File: config.mk
export PLATFORM = sky130hd
export DESIGN_NAME = csplit_cfg
export DESIGN_NICKNAME = d
export VERILOG_FILES = /design/src/rtl/core/csplit_pkg.sv /design/src/rtl/core/csplit_cfg.sv
export SDC_FILE = /design/constraint.sdc
export NUM_CORES = 1
export LEC_CHECK = 0
export ABC_AREA = 1
export BUFFER_PORTS_ARGS = -buffer_cell sky130_fd_sc_hd__buf_2
export CORE_MARGIN = 4
export CORE_UTILIZATION = 30
export DETAILED_ROUTE_END_ITERATION = 6
export PLACE_DENSITY = 0.51
export SYNTH_ARGS = -nofsm -noshare
export SYNTH_HDL_FRONTEND = slang
export SYNTH_SLANG_ARGS = --single-unit
File: constraint.sdc
create_clock -name clk -period 2.9 [get_ports clk]
set_input_delay 0.87 -clock clk [delete_from_list [all_inputs] [get_ports clk]]
set_output_delay 0.87 -clock clk [all_outputs]
set_load 0.01 [all_outputs]
File: src/rtl/core/csplit_pkg.sv
package csplit_pkg;

    // Widths of the distance and exponent formats.
    localparam int DistW = 24;
    localparam int ExpW  = 12;

    // Exponent clamp limits in Q4.8, about 0.1 and 10.0.
    localparam logic [ExpW-1:0] ExpMin = 12'd26;
    localparam logic [ExpW-1:0] ExpMax = 12'd2560;

    // Register reset values.
    localparam logic [ExpW-1:0]  ExpReset    = 12'd768;
    localparam logic [DistW-1:0] MaxDistReset = 24'd76800;

    // Register indexes on the configuration port.
    localparam int AddrW = 5;
    localparam logic [AddrW-1:0] RegExp     = 5'd0;
    localparam logic [AddrW-1:0] RegMaxDist = 5'd4;
    localparam logic [AddrW-1:0] RegSplit1  = 5'd8;
    localparam logic [AddrW-1:0] RegSplit2  = 5'd12;
    localparam logic [AddrW-1:0] RegSplit3  = 5'd16;
    localparam logic [AddrW-1:0] RegGeo     = 5'd20;

    // Configuration seen by the datapath.
    typedef struct packed {
        logic [ExpW-1:0]  exponent;
        logic [DistW-1:0] max_dist;
        logic [DistW-1:0] split_1;
        logic [DistW-1:0] split_2;
        logic [DistW-1:0] split_3;
        logic             geometric;
    } cfg_t;

endpackage

File: src/rtl/core/csplit_cfg.sv
module csplit_cfg (
    input  logic                       clk,
    input  logic                       rst_n,
    input  logic                       psel,
    input  logic                       penable,
    input  logic                       pwrite,
    input  logic [csplit_pkg::AddrW-1:0] paddr,
    input  logic [31:0]                pwdata,
    output logic [31:0]                prdata,
    output logic                       pready,
    output csplit_pkg::cfg_t           cfg
);
    import csplit_pkg::*;

    cfg_t cfg_reg;
    logic wr_en;

    assign pready = 1'b1;
    assign wr_en  = psel && penable && pwrite;
    assign cfg    = cfg_reg;

    // Register writes.
    always_ff @(posedge clk or negedge rst_n)
    begin
        if (!rst_n)
        begin
            cfg_reg.exponent  <= ExpReset;
            cfg_reg.max_dist  <= MaxDistReset;
            cfg_reg.split_1   <= '0;
            cfg_reg.split_2   <= '0;
            cfg_reg.split_3   <= '0;
            cfg_reg.geometric <= 1'b0;
        end
        else if (wr_en)
        begin
            case (paddr)
                RegExp:     cfg_reg.exponent  <= pwdata[ExpW-1:0];
                RegMaxDist: cfg_reg.max_dist  <= pwdata[DistW-1:0];
                RegSplit1:  cfg_reg.split_1   <= pwdata[DistW-1:0];
                RegSplit2:  cfg_reg.split_2   <= pwdata[DistW-1:0];
                RegSplit3:  cfg_reg.split_3   <= pwdata[DistW-1:0];
                RegGeo:     cfg_reg.geometric <= pwdata[0];
                default:    ;
            endcase
        end
    end

    // Register reads.
    always_comb
    begin
        case (paddr)
            RegExp:     prdata = 32'(cfg_reg.exponent);
            RegMaxDist: prdata = 32'(cfg_reg.max_dist);
            RegSplit1:  prdata = 32'(cfg_reg.split_1);
            RegSplit2:  prdata = 32'(cfg_reg.split_2);
            RegSplit3:  prdata = 32'(cfg_reg.split_3);
            RegGeo:     prdata = 32'(cfg_reg.geometric);
            default:    prdata = 32'd0;
        endcase
    end

endmodule

Word level (Yosys, flattened, before mapping)
Cells that the tools add are included.
{"block": "op_classes", "n_eq_ne": 5, "mux": 1, "reduce_logical": 9}
{"op": "one-hot mux 24 bit (6 select lines)", "n": 1}
{"op": "AND reduction 2 bit", "n": 6}
{"op": "equality test 5 x 4 -> 1 bit (second input constant)", "n": 2}
{"op": "equality test 5 bit (second input constant)", "n": 2}
{"op": "equality test 5 x 3 -> 1 bit (second input constant)", "n": 1}
{"op": "logical NOT 5 bit", "n": 1}
{"op": "logical AND 1 bit", "n": 2}
{"block": "totals", "reg_bits": 109, "in_bits": 42, "wordCells": 21}

Depth between registers and ports, before layout
Gate-level depths: netlist of run 1.
{"block": "depth", "word_depth": 3, "ltp_mapped": 10}

Worst setup path after synthesis of run 1
OpenSTA, ideal clock, no wires.
{"block": "synth_timing", "path_kind": "input to output", "from": "input paddr[2] (netlist bit)", "to": "output prdata[12]", "arrival_time_ns": 1.876, "slack_ns": 0.154, "stages": 8, "path_cell_list": "buf_4 nor2_2 nand3_2 inv_2 buf_2 buf_2 nand2_1 nand4_1"}
{"block": "synth_via", "elab_chain_len": 2}
{"item": "from (decl)", "line": "csplit_cfg.sv:7", "source": "input logic [csplit_pkg::AddrW-1:0] paddr,"}
{"item": "equality test 5 bit (tied with other cells)", "line": "csplit_cfg.sv:51", "source": "case (paddr)"}
{"item": "one-hot mux 24 bit (6 select lines) *", "line": "csplit_cfg.sv:51"}
{"item": "to (decl)", "line": "csplit_cfg.sv:9", "source": "output logic [31:0] prdata,"}
Every way passes the cells marked *; elsewhere a longest branch is shown, timed or not.

Worst setup path in the final report of run 1
{"block": "layout_timing", "from": "input paddr[3] (netlist bit)", "to": "output prdata[10]"}
The elaborated chain is that of the path after synthesis.

==> run metrics, run 1 <==
root buffer cell clkbuf_16; routability cong. around 0.81; initial antenna violation count 1; vias per inst 4.73; top post-synthesis cells by area dfrtp_1, nand2_1, nand4_1; global-route wire length before repair 29000 µm; CTS tree yes; Synth-to-Final Area Change 28.6%; Hold Crit Class input port to asynchronous set/reset pin; Reg clk slew, reported paths ~0.070 ns; minimum clock period 2.85 ns; register area share after synthesis 0.506; max_cap viols 0; outcome complete, no violations; VDD IR max about 0.00026 V; Avg Inst Size Synth approximately 8.1 µm²; die area between 20000 and 25000 µm²; kind of critical path input port to output port; Mapped Cells around 670; Final Instance Count excl. Fillers around 1.1k; Lkg Pwr about 3.8 nW; cell taking the most area after synthesis dfrtp_1; CP Data Required Time between 2 and 2.5 ns; f_max roughly 0.35 GHz; distinct cell type count after synthesis 24; Synth Register Bits around 110; clk buf depth 2; Power Dens Cells 513 nW/µm²; pin count of the biggest net entering global routing 49; Mapped Area between 5000 and 6000 µm²; total routing usage reported by global routing 0.186; antenna viol nets, final 0; RSZ-0062 raised after global routing no; Synth top area share 0.477; drt drc 0; arrival time worst endpoint approximately 2.0 ns; hold_buf cts 0; HPWL after detailed placement around 14000 µm; Die X between 100 and 150 µm; DRT Wirelength 18900 µm; CP startpoint kind input port; Final Util 0.398; Die Y roughly 140 µm; diode count 0; Synth Area in Simple Gates 0.285; Rows 48; number of flip-flops in the largest register approximately 110; final setup vio count 0; Initial Util 0.309; TritonRoute pass-1 iters 5; layout cell share with drive strength beyond 1 0.294; WL/cell roughly 18 µm; R2R cell count 2; fin crit share 0.982; port buffer count 166; YS warnings 0; Final Max Slew Viols 0; Min Hold Slack around 0.43 ns; Final Hold Vio Count 0; initial drt markers roughly 220; CTS buffer count 9; worst clock skew 0 ns; largest family of logic cells by synthesized area simple AND/OR/NAND/NOR gates; slew margin rel. 0.639; cell total after placement roughly 1.0k; grt ovf 0; Final Total Pwr 0.00357 W; CTS HTree Levels 3; adder-cell share of the synthesized area 0; vias 5001; mux contribution to synthesized area 0; Crit Path Max Fanout 7; Worst-Skew Late Latency 0.35 ns; worst slew pin tran around 0.54 ns; crit end category output port; vias in the first global route 4867; I/O Pins between 150 and 200; Synth Area in Compound Gates 0.106; Post-Synth XOR/XNOR Area 0; Sink Count approximately 110; nets 870; Core ar. between 15000 and 20000 µm²
[path summary, 6_finish.rpt]
check | start | to | slack [ns]
min reg2reg | cfg[89] | cfg[89] | 0.48
max in group asynchronous | rst_n | cfg[105] | 1.77
min in group clk | cfg[89] | cfg[89] | 0.48
min | rst_n | cfg[33] | 0.43
max | paddr[3] | prdata[10] | 0.05
max reg2reg | cfg[106] | cfg[106] | 2.13
[area by class of cell]
type	instances	area, µm²
Clock buffer	11	233
Inverter	54	208
Clock inverter	4	51.3
Fill cell	1846	10500
Multi-Input combinational cell	454	2170
Timing Repair Buffer	200	1270
Sequential cell	109	2740
Tap cell	225	282
[logic make-up after synthesis]
logic type	after synthesis
simple gates	333
other cells	2
buf+inv	111
compound gates	111
flops	109
[critical path, stage by stage]
cell	delay, ns
buf_2	0.19
inv_2	0.07
nor2_4	0.12
buf_12	0.14
buf_2	0.18
nand4_1	0.09
nand2_1	0.07
inv_1	0.04
nand2_1	0.07
buf_2	0.13
[Yosys cell counts]
cell	number
nand4_1	74
buf_4	17
o21ai_2	4
inv_4	1
nand3_1	1
nand2_1	221
buf_1	3
nand3_4	2
nor2_2	1
dfstp_2	6
conb_1	2
clkbuf_1	17
inv_2	2
dfrtp_1	103
nand3_2	1
o21ai_1	53
nor2_8	1
buf_2	13
o21ai_0	54
inv_1	51
nand2_2	3
nor2_1	23
buf_6	7
nor2_4	6
[where the power goes]
part           internal, W  switching [W]  total (W)
combinational     0.000214       0.000359   0.000573
sequential         0.00165       0.000104    0.00176
clock             0.000667       0.000573    0.00124
[per-stage QoR]
step	setup TNS, ns	worst slack, ns	instance area [µm²]
3_3_place_gp	0	0.0158	6600
4_1_cts	0	0.0288	6890
6_report	0	0.0509	6950
3_5_place_dp	-0.00730	-0.00730	6600
5_1_grt	0	0.000696	6950
2_1_floorplan	0	0.154	5430
[layout by cell type, fill, tap and decap left out, drive strengths merged]
| cell type | n |
|---|---|
| o21ai | 111 |
| bufinv | 1 |
| nand3 | 5 |
| dfstp | 6 |
| inv | 54 |
| nand2 | 224 |
| nand4 | 74 |
| clkinv | 2 |
| clkinvlp | 1 |
| nor2 | 31 |
| clkbuf | 11 |
| buf | 200 |
| dfrtp | 103 |
| conb | 9 |
[metal layers]
layer,vias to the layer above,track usage,wire length (µm),part of all wire
met4,2,0.0480,269,0.014
met1,2346,0.258,8680,0.46
met3,18,0.0447,1130,0.060
met5,-,0,7,0.00037
li1,2492,-,-,-
met2,143,0.292,8800,0.47
[timing repair]
item                                    4_1_cts  5_1_grt
endpoints found under the setup margin        1        5
gates cloned                                  0        2
pin swaps                                     1        2
setup buffers                                 1        2
resized for setup                             0        6
Power figures use the tool's default switching activity.
==> run 2, diff against run 1 <==
Settings changed: BUFFER_PORTS_ARGS -buffer_cell sky130_fd_sc_hd__buf_2 to -buffer_cell sky130_fd_sc_hd__clkbuf_2.
==> run metrics, run 2 (synthesized netlist as in run 1, its figures left out) <==
worst clock skew 0 ns; pin count of the biggest net entering global routing 49; slew margin rel. 0.561; outcome complete, no violations; Sink Count 109; CTS tree yes; port buffer count 166; VDD IR max approximately 0.00027 V; Crit Path Max Fanout 5; Final Max Slew Viols 0; Reg clk slew, reported paths roughly 0.08 ns; DRT Wirelength 19100 µm; dpl ws -0.0164 ns; Pint 0.00265 W; die area 20200 µm²; P_sw approximately 0.0011 W; RSZ-0062 raised after global routing yes; Flop pwr share 0.469; Core ar. between 15000 and 20000 µm²; fill count 1828; fin crit share 0.985; Die Y around 140 µm; Rows 48; kind of critical path input port to output port; CP startpoint kind input port; final setup vio count 0; most frequent cells in the layout nand2_1, clkbuf_2, dfrtp_1; arrival time worst endpoint slightly below 2 ns; worst-path cell chain buf_6, nor2_4, buf_4, buf_6, nand3_2, nor2_1, nor2_1, nand2_1, clkbuf_2; layout cell share with drive strength beyond 1 0.316; initial antenna violation count 1; CP max stage delay about 0.18 ns; Hold Crit Class register to register; Worst-Skew Late Latency ~0.35 ns; WL/cell about 18 µm; Synth-to-Final Area Change 31.7%; Final Total Pwr 0.00375 W; vias in the first global route around 4.8k; Die X around 140 µm; max_cap viols 0; root buffer cell clkbuf_16; CP Data Required Time 2.03 ns; Initial Util 0.309; vias 5139; Final Util 0.407; diode count 0; CP max-delay cell nor2_4; switching share of total power 0.295; CTS HTree Levels 3; crit end category output port; HPWL after detailed placement around 14000 µm; clk buf depth 2; antenna viol nets, final 0; CTS buffer count 9; clock power share 0.375; TritonRoute pass-1 iters 5; Logic pwr share 0.156; Final Hold Vio Count 0; vias per inst roughly 4.8; nets between 800 and 900; worst slew pin tran about 0.66 ns; f_max around 0.35 GHz; drt drc 0; routability cong. just over 0.8; I/O Pins between 150 and 200; Lkg Pwr ~3.9 nW; grt ovf 0; Power Dens Cells 527 nW/µm²; global-route wire length before repair between 20000 and 30000 µm; initial drt markers between 200 and 300; number of flip-flops in the largest register between 100 and 150; Setup WS post-layout roughly 0.045 ns; total routing usage reported by global routing 0.187; minimum clock period approximately 2.9 ns; most common cell after layout, fill and taps aside nand2_1
run 2: power by group through the flow:
stage | Combinational (W) | Clock, W | Sequential (W)
after floorplan | 0.000205 | 0 | 0.00183
after global placement | 0.000571 | 0 | 0.00179
after detailed placement | 0.000578 | 0 | 0.00179
after CTS | 0.000581 | 0.00144 | 0.00176
after global routing | 0.000648 | 0.00149 | 0.00178
final | 0.000584 | 0.00141 | 0.00176
run 2: timing repair:
item / in CTS / in global routing
pin swaps: 1 / 3
hold buffers: 0 / 0
resized for setup: 2 / 27
cloned: 0 / 2
setup buffers: 0 / 5
setup endpoints to repair: 2 / 21
run 2: cell type report:
class | instances | area, µm² | share of cell area
clock buffer | 9 | 225 | 0.0316
timing repair buffer | 212 | 1360 | 0.191
inverter | 54 | 208 | 0.0292
multi-input combinational | 454 | 2200 | 0.309
sequential | 109 | 2740 | 0.384
clock inverter | 7 | 106 | 0.0149
tap | 225 | 282 | 0.0395
run 2: worst paths after layout:
check / to / slack (ns) / from / cells after the start
max in group asynchronous: cfg[86] / 1.64 / rst_n / 2
max reg2reg: cfg[83] / 2.12 / cfg[83] / 2
min in group asynchronous: cfg[8] / 0.53 / rst_n / 1
min reg2reg: cfg[105] / 0.49 / cfg[105] / 2
min: cfg[105] / 0.49 / cfg[105] / 2
max: prdata[10] / 0.04 / paddr[1] / 9
run 2: critical path, delay by kind of cell:
family	cells	cell delay (ns)
buf+inv	4	0.50
simple gates	5	0.60
run 2: metal layers:
metal / GRT usage / vias up / share of wire
li1: - / 2526 / -
met1: 0.267 / 2461 / 0.47
met2: 0.287 / 136 / 0.45
met3: 0.0481 / 14 / 0.066
met4: 0.0419 / 2 / 0.010
met5: 0 / - / 0.00058
run 2: through the flow:
| step | setup TNS (ns) | hold WS [ns] | cells | instance area [µm²] |
|---|---|---|---|---|
| after floorplan | 0 | 0.481 | 673 | 5430 |
| after global placement | -0.00872 | 0.478 | 1047 | 6640 |
| after detailed placement | -0.0164 | 0.476 | 1047 | 6640 |
| after CTS | -0.00548 | 0.488 | 1063 | 6980 |
| after global routing | -0.292 | 0.516 | 1070 | 7120 |
| final | 0 | 0.487 | 1070 | 7120 |
